File: config.mk
export PLATFORM = sky130hd
export DESIGN_NAME = hsv_to_rgb_pixel
export DESIGN_NICKNAME = d
export VERILOG_FILES = /design/src/rtl/hsv2rgb_pkg.sv /design/src/rtl/hsv_to_rgb_pixel.sv /design/src/rtl/hsv2rgb_div.sv
export SDC_FILE = /design/constraint.sdc
export NUM_CORES = 2
export LEC_CHECK = 0
export BUFFER_PORTS_ARGS = -buffer_cell sky130_fd_sc_hd__buf_2
export CORE_ASPECT_RATIO = 0.7
export CORE_MARGIN = 2
export CORE_UTILIZATION = 50
export DETAILED_ROUTE_END_ITERATION = 7
export GPL_TIMING_DRIVEN = 0
export PLACE_DENSITY_LB_ADDON = 0.2
export SYNTH_ARGS = -nofsm -noshare
export SYNTH_HDL_FRONTEND = slang
export SYNTH_SLANG_ARGS = --single-unit
File: constraint.sdc
create_clock -name i_clk -period 10.74 [get_ports i_clk]
set_clock_uncertainty 0.15 [all_clocks]
set_input_delay 0.537 -clock i_clk [delete_from_list [all_inputs] [get_ports i_clk]]
set_output_delay 0.537 -clock i_clk [all_outputs]
set_load 0.01 [all_outputs]
File: src/rtl/hsv2rgb_pkg.sv
package hsv2rgb_pkg;

    // one input item
    typedef struct packed {
        logic [7:0] hue;
        logic [7:0] saturation;
        logic [7:0] brightness;
    } t_hsv;

    // one result item
    typedef struct packed {
        logic [7:0] red;
        logic [7:0] green;
        logic [7:0] blue;
    } t_rgb;

    // hue sextant
    typedef enum logic [2:0] {
        SEXT_0 = 3'd0,
        SEXT_1 = 3'd1,
        SEXT_2 = 3'd2,
        SEXT_3 = 3'd3,
        SEXT_4 = 3'd4,
        SEXT_5 = 3'd5
    } t_sext;

    // full scale and its square
    localparam logic [7:0]  FULL    = 8'd255;
    localparam logic [15:0] FULL_SQ = 16'd65025;

    // floor(2^32 / 65025), used as the reciprocal for the final divide
    localparam logic [16:0] RECIP       = 17'd66051;
    localparam int          RECIP_SHIFT = 32;

    // sextant boundaries on n = hue * 6
    localparam logic [10:0] N_SEXT_1 = 11'd255;
    localparam logic [10:0] N_SEXT_2 = 11'd510;
    localparam logic [10:0] N_SEXT_3 = 11'd765;
    localparam logic [10:0] N_SEXT_4 = 11'd1020;
    localparam logic [10:0] N_SEXT_5 = 11'd1275;
    localparam logic [10:0] N_WRAP   = 11'd1530;

endpackage

File: src/rtl/hsv_to_rgb_pixel.sv
// HSV to RGB pixel converter, 8 bits per channel. One item enters per clock
// while the output is not stalled; the six register stages are sextant
// split with the p product, the p divide with the saturation products, the
// value products, the estimate and correction stages of the reciprocal divide
// by 65025, and the output register that selects the channels. A stall at the
// output freezes the whole pipeline, so nothing is lost or repeated. Hue 0..255
// spans a full turn; every channel is truncated toward zero.
module hsv_to_rgb_pixel (
    input  logic                    i_clk,
    input  logic                    i_rst_n,
    input  logic                    i_valid,
    output logic                    o_ready,
    input  hsv2rgb_pkg::t_hsv       i_hsv,
    output logic                    o_valid,
    input  logic                    i_ready,
    output hsv2rgb_pkg::t_rgb       o_rgb
);

    logic                   c_en;

    // stage 1
    logic [10:0]            c_n;
    hsv2rgb_pkg::t_sext     c_sext;
    logic [10:0]            c_base;
    logic [15:0]            c_pnum;
    logic                   r_v1;
    hsv2rgb_pkg::t_sext     r_sext1;
    logic [7:0]             r_rem1;
    logic [7:0]             r_s1;
    logic [7:0]             r_bri1;
    logic [15:0]            r_pnum1;

    // stage 2
    logic [16:0]            c_psum;
    logic                   r_v2;
    hsv2rgb_pkg::t_sext     r_sext2;
    logic [7:0]             r_bri2;
    logic [7:0]             r_p2;
    logic [15:0]            r_sq2;
    logic [15:0]            r_st2;

    // stage 3
    logic                   r_v3;
    hsv2rgb_pkg::t_sext     r_sext3;
    logic [7:0]             r_bri3;
    logic [7:0]             r_p3;
    logic [23:0]            r_yq3;
    logic [23:0]            r_yt3;

    // stages 4 and 5 (divide)
    logic                   r_v4;
    hsv2rgb_pkg::t_sext     r_sext4;
    logic [7:0]             r_bri4;
    logic [7:0]             r_p4;
    logic                   r_v5;
    hsv2rgb_pkg::t_sext     r_sext5;
    logic [7:0]             r_bri5;
    logic [7:0]             r_p5;
    logic [7:0]             c_q;
    logic [7:0]             c_t;

    // output
    hsv2rgb_pkg::t_rgb      n_rgb;
    hsv2rgb_pkg::t_rgb      r_rgb;
    logic                   r_ovalid;

    // whole pipeline advances unless the output item is stalled
    assign c_en    = !r_ovalid || i_ready;
    assign o_ready = c_en;

    // valid bits travel with the data
    always_ff @(posedge i_clk) begin
        if (!i_rst_n) begin
            r_v1     <= 1'b0;
            r_v2     <= 1'b0;
            r_v3     <= 1'b0;
            r_v4     <= 1'b0;
            r_v5     <= 1'b0;
            r_ovalid <= 1'b0;
        end else if (c_en) begin
            r_v1     <= i_valid;
            r_v2     <= r_v1;
            r_v3     <= r_v2;
            r_v4     <= r_v3;
            r_v5     <= r_v4;
            r_ovalid <= r_v5;
        end
    end

    // sextant and remainder of hue * 6 over 255, full turn folds to zero
    assign c_n = 11'({i_hsv.hue, 2'b00}) + 11'({i_hsv.hue, 1'b0});

    always_comb begin
        if (c_n >= hsv2rgb_pkg::N_WRAP) begin
            c_sext = hsv2rgb_pkg::SEXT_0;
            c_base = hsv2rgb_pkg::N_WRAP;
        end else if (c_n >= hsv2rgb_pkg::N_SEXT_5) begin
            c_sext = hsv2rgb_pkg::SEXT_5;
            c_base = hsv2rgb_pkg::N_SEXT_5;
        end else if (c_n >= hsv2rgb_pkg::N_SEXT_4) begin
            c_sext = hsv2rgb_pkg::SEXT_4;
            c_base = hsv2rgb_pkg::N_SEXT_4;
        end else if (c_n >= hsv2rgb_pkg::N_SEXT_3) begin
            c_sext = hsv2rgb_pkg::SEXT_3;
            c_base = hsv2rgb_pkg::N_SEXT_3;
        end else if (c_n >= hsv2rgb_pkg::N_SEXT_2) begin
            c_sext = hsv2rgb_pkg::SEXT_2;
            c_base = hsv2rgb_pkg::N_SEXT_2;
        end else if (c_n >= hsv2rgb_pkg::N_SEXT_1) begin
            c_sext = hsv2rgb_pkg::SEXT_1;
            c_base = hsv2rgb_pkg::N_SEXT_1;
        end else begin
            c_sext = hsv2rgb_pkg::SEXT_0;
            c_base = 11'd0;
        end
    end

    // p numerator v * (255 - s)
    assign c_pnum = 16'(i_hsv.brightness) * 16'(hsv2rgb_pkg::FULL - i_hsv.saturation);

    always_ff @(posedge i_clk) begin
        if (c_en) begin
            r_sext1 <= c_sext;
            r_rem1  <= 8'(c_n - c_base);
            r_s1    <= i_hsv.saturation;
            r_bri1  <= i_hsv.brightness;
            r_pnum1 <= c_pnum;
        end
    end

    // p = pnum / 255, exact for numerators up to 255 * 255
    assign c_psum = 17'(r_pnum1) + 17'(r_pnum1[15:8]) + 17'd1;

    always_ff @(posedge i_clk) begin
        if (c_en) begin
            r_sext2 <= r_sext1;
            r_bri2  <= r_bri1;
            r_p2    <= c_psum[15:8];
            r_sq2   <= 16'(r_s1) * 16'(r_rem1);
            r_st2   <= 16'(r_s1) * 16'(hsv2rgb_pkg::FULL - r_rem1);
        end
    end

    // value products for q and t
    always_ff @(posedge i_clk) begin
        if (c_en) begin
            r_sext3 <= r_sext2;
            r_bri3  <= r_bri2;
            r_p3    <= r_p2;
            r_yq3   <= 24'(r_bri2) * 24'(hsv2rgb_pkg::FULL_SQ - r_sq2);
            r_yt3   <= 24'(r_bri2) * 24'(hsv2rgb_pkg::FULL_SQ - r_st2);
        end
    end

    // divide both products by 65025
    hsv2rgb_div u_div_q (
        .i_clk (i_clk),
        .i_en  (c_en),
        .i_num (r_yq3),
        .o_quo (c_q)
    );

    hsv2rgb_div u_div_t (
        .i_clk (i_clk),
        .i_en  (c_en),
        .i_num (r_yt3),
        .o_quo (c_t)
    );

    // side data alongside the divider
    always_ff @(posedge i_clk) begin
        if (c_en) begin
            r_sext4 <= r_sext3;
            r_bri4  <= r_bri3;
            r_p4    <= r_p3;
            r_sext5 <= r_sext4;
            r_bri5  <= r_bri4;
            r_p5    <= r_p4;
        end
    end

    // channel select by sextant
    always_comb begin
        case (r_sext5)
            hsv2rgb_pkg::SEXT_1: n_rgb = '{red: c_q,    green: r_bri5, blue: r_p5};
            hsv2rgb_pkg::SEXT_2: n_rgb = '{red: r_p5,   green: r_bri5, blue: c_t};
            hsv2rgb_pkg::SEXT_3: n_rgb = '{red: r_p5,   green: c_q,    blue: r_bri5};
            hsv2rgb_pkg::SEXT_4: n_rgb = '{red: c_t,    green: r_p5,   blue: r_bri5};
            hsv2rgb_pkg::SEXT_5: n_rgb = '{red: r_bri5, green: r_p5,   blue: c_q};
            default:             n_rgb = '{red: r_bri5, green: c_t,    blue: r_p5};
        endcase
    end

    always_ff @(posedge i_clk) begin
        if (c_en) begin
            r_rgb <= n_rgb;
        end
    end

    assign o_valid = r_ovalid;
    assign o_rgb   = r_rgb;

    // p never exceeds q or t
    a_p_lowest: assert property (@(posedge i_clk) disable iff (!i_rst_n)
        r_v5 |-> (r_p5 <= c_q) && (r_p5 <= c_t))
        else $error("p channel above q or t");

    // q and t never exceed the value channel
    a_value_top: assert property (@(posedge i_clk) disable iff (!i_rst_n)
        r_v5 |-> (c_q <= r_bri5) && (c_t <= r_bri5))
        else $error("scaled channel above value");

    // a finished item reaches the output register when the pipe advances
    a_deliver: assert property (@(posedge i_clk) disable iff (!i_rst_n)
        (r_v5 && c_en) |=> r_ovalid)
        else $error("item lost at output stage");

endmodule

File: src/rtl/hsv2rgb_div.sv
// two-stage divide of a 24-bit product by 65025, quotient 0..255
module hsv2rgb_div (
    input  logic        i_clk,
    input  logic        i_en,
    input  logic [23:0] i_num,
    output logic [7:0]  o_quo
);

    logic [40:0] c_prod;
    logic [23:0] c_back;
    logic [23:0] c_diff;
    logic        c_inc;

    logic [23:0] r_num;
    logic [7:0]  r_q0;
    logic [7:0]  r_quo;

    // reciprocal estimate, low by at most one
    assign c_prod = 41'(i_num) * 41'(hsv2rgb_pkg::RECIP);

    always_ff @(posedge i_clk) begin
        if (i_en) begin
            r_num <= i_num;
            r_q0  <= c_prod[hsv2rgb_pkg::RECIP_SHIFT +: 8];
        end
    end

    // correct the estimate with one compare
    assign c_back = 24'(r_q0) * 24'(hsv2rgb_pkg::FULL_SQ);
    assign c_diff = r_num - c_back;
    assign c_inc  = (c_diff >= 24'(hsv2rgb_pkg::FULL_SQ));

    always_ff @(posedge i_clk) begin
        if (i_en) begin
            r_quo <= r_q0 + 8'(c_inc);
        end
    end

    assign o_quo = r_quo;

endmodule

==> qor.csv <==
metric,value,unit
status,finished clean,
Synth Instances,3859,
Critical Path Sink Type,register,
io pins,54,
Yosys cell types,83,
f_max,0.1369,GHz
type of the most critical hold path,in -> reg,
synth cell count leaders,"802 x inv_1, 662 x ha_1, 424 x fa_1, 303 x edfxtp_1, 225 x nand2_1",
aggregate routed wire length,81.08,mm
GRT Util Overall,21.03,%
WS Path Type,reg -> reg,
Mapped Area,0.03904,mm^2
"area leader, netlist",edfxtp_1,
number of DRC markers in iteration 0,1757,
antenna-violating nets left,0,
syn_nets,4973,
Worst-Margin Slew,0.9657,ns
top-count cell post-synth,inv_1,
Chip Width,338.0,um
Post-synth EDFFs,303,
dpl hpwl,66.11,mm
critical path arrival,7.46,ns
drt first pass iters,5,
Inserted Clock Buffers,35,
Setup crit start kind,register,
Max Buffers Root-to-Sink,3,
worst endpoint required time,10.89,ns
Final Hold Fails,0,
fin worst setup slack,3.434,ns
wire per inst,16.14,um
clock-pin transition on the worst setup and hold timing paths,0.06,ns
ranking of synthesized cells by area,"edfxtp_1 23%, fa_1 22%, ha_1 21%",
CORE AREA,0.07711,mm^2
CTS root buf,clkbuf_16,
Layout area overhead,7.289,%
nets,5068,
Synth top area share,23.31,%
CTS tree,built,
clock sink count,309,
max-slew violations,0,
RSZ-0062 raised after global routing,false,
DR vias/cell,5.144,
Main synth FF type,edfxtp_1,
Initial Utilization,50.63,%
Row Count,85,
Fill cells,6968,
DIE AREA,0.08036,mm^2
post_cts resized,0,
die boundary height,237.8,um
vias in the first global route,25630,
first-pass GRT wire length,134.7,mm
Setup WS pre-CTS,3.501,ns
minimum clock period after layout,7.306,ns
Vias,25836,
yosys warns,0,
max-cap violations,0,
Crit Path Max Fanout,10,
fraction of layout cells with a size suffix above 1,3.896,%
Post-Syn Area per Cell,10.12,um^2
largest net degree at the start of global routing,72,
final RePlAce weighted congestion,0.9094,
Residual DRC,0,
Setup Buffers After CTS,0,
final setup violation count,0,
Final period util,68.02,%
H-tree levels,2,
Slew Limit Headroom,33.96,%
GRT Residual Overflow,0,
worst-skew pair later-pin latency,0.55,ns
CTS Hold Bufs,0,
register bit total from synthesis,309,
Synth async-reset ratio,0,%
# port buffers,53,
initial antenna violation count,0,
sequential share of the synthesized area,23.62,%
final timing paths:
kind	cells past startpoint	to	slack (ns)	startpoint
worst max-delay path	23	r_yt3[22]	3.43	r_st2[1]
worst min-delay path	2	r_v1	0.11	i_rst_n
worst max register to register	23	r_yt3[22]	3.43	r_st2[1]
worst min register to register	0	r_bri2[7]	0.26	r_bri1[7]
critical path: stages (launching register included):
cell and delay, ns:
edfxtp_1 0.39, clkbuf_1 0.48, inv_1 0.10, ha_1 0.27
nand2_1 0.12, nand3_1 0.15, xor2_1 0.59, nand2_1 0.18
fa_1 0.55, inv_1 0.05, fa_1 0.49, inv_1 0.05
fa_1 0.52, inv_1 0.05, fa_1 0.43, ha_1 0.20
a2111oi_0 0.66, a21boi_0 0.27, a21o_1 0.25, a21o_1 0.21
a211oi_1 0.44, o31ai_1 0.16, a21oi_1 0.20, xnor2_1 0.09
layer usage:
layer	vias to the layer above	routed length (um)	global-route usage, %
met3	85	4458	3.581
met4	0	1433	4.215
li1	12863	-	-
met1	12332	42740	33.36
met2	556	32450	29.90
met5	-	0	0
registers in the layout, summed over array words and instances, names as in the netlist, 16 cells and up:
signal         flops
u_div_t.r_num     24
r_yt3             24
o_rgb             24
r_sq2             16
r_yq3             24
u_div_q.r_num     24
r_pnum1           16
r_st2             16
stage by stage:
stage               cell area (um^2)  TNS [ns]  utilization [%]  cells  hold WS [ns]
floorplan                      39040         0                -   3859        0.2503
finish                         41880         0            54.32   5023        0.1143
detailed placement             40740         0            52.84   4961        0.2545
global placement               40610   -833.24            52.67   4956        0.2503
global route                   41880         0            54.31   5022        0.1225
CTS                            41880         0            54.31   5022       0.08596
cells in the final DEF (no fill, tap or decap), types with 11 or more instances in the layout:
| cell | n |
|---|---|
| nand3_1 | 31 |
| a21o_1 | 55 |
| xor2_1 | 44 |
| mux2i_1 | 31 |
| and2_1 | 186 |
| clkbuf_16 | 36 |
| o21a_1 | 24 |
| edfxtp_1 | 303 |
| a22oi_1 | 17 |
| nor3_1 | 44 |
| clkbuf_1 | 72 |
| inv_1 | 802 |
| a21boi_0 | 14 |
| o22ai_1 | 11 |
| or3_1 | 15 |
| a31oi_1 | 11 |
| o21bai_1 | 11 |
| o21ai_0 | 103 |
| a21oi_1 | 133 |
| nor2b_1 | 119 |
| nand2_1 | 225 |
| nand4_1 | 25 |
| fa_1 | 424 |
| ha_1 | 662 |
| nand2b_1 | 79 |
| nor2_1 | 123 |
| and3_1 | 25 |
| buf_2 | 53 |
| a211oi_1 | 11 |
| xnor2_1 | 111 |
cell families after synthesis:
family                     Yosys count  synth area share, %
buffers and inverters              873                8.394
muxes                               40                1.064
AOI/OAI and AO/OA                  489                8.238
and+or+nand+nor                    906                12.18
DFF                                309                23.62
xor gates and xnor gates           156                3.548
adders and majority gates         1086                42.96
area by class of cell:
cell class | instances | area [um^2] | area share (%)
diodes | 1 | 2.502 | 0.005975
well taps | 1044 | 1306 | 3.119
clock buffers | 44 | 950.9 | 2.270
repair buffers | 58 | 395.4 | 0.9440
clock inverters | 17 | 186.4 | 0.4451
multi-input cells | 2677 | 26540 | 63.37
inverters | 802 | 3010 | 7.188
flip-flops and latches | 309 | 9219 | 22.01
plain buffers | 71 | 270.3 | 0.6453
Power is left out: the tool's default activity adds up to more than one toggle a clock period on the data nets, which glitch-free logic cannot reach.
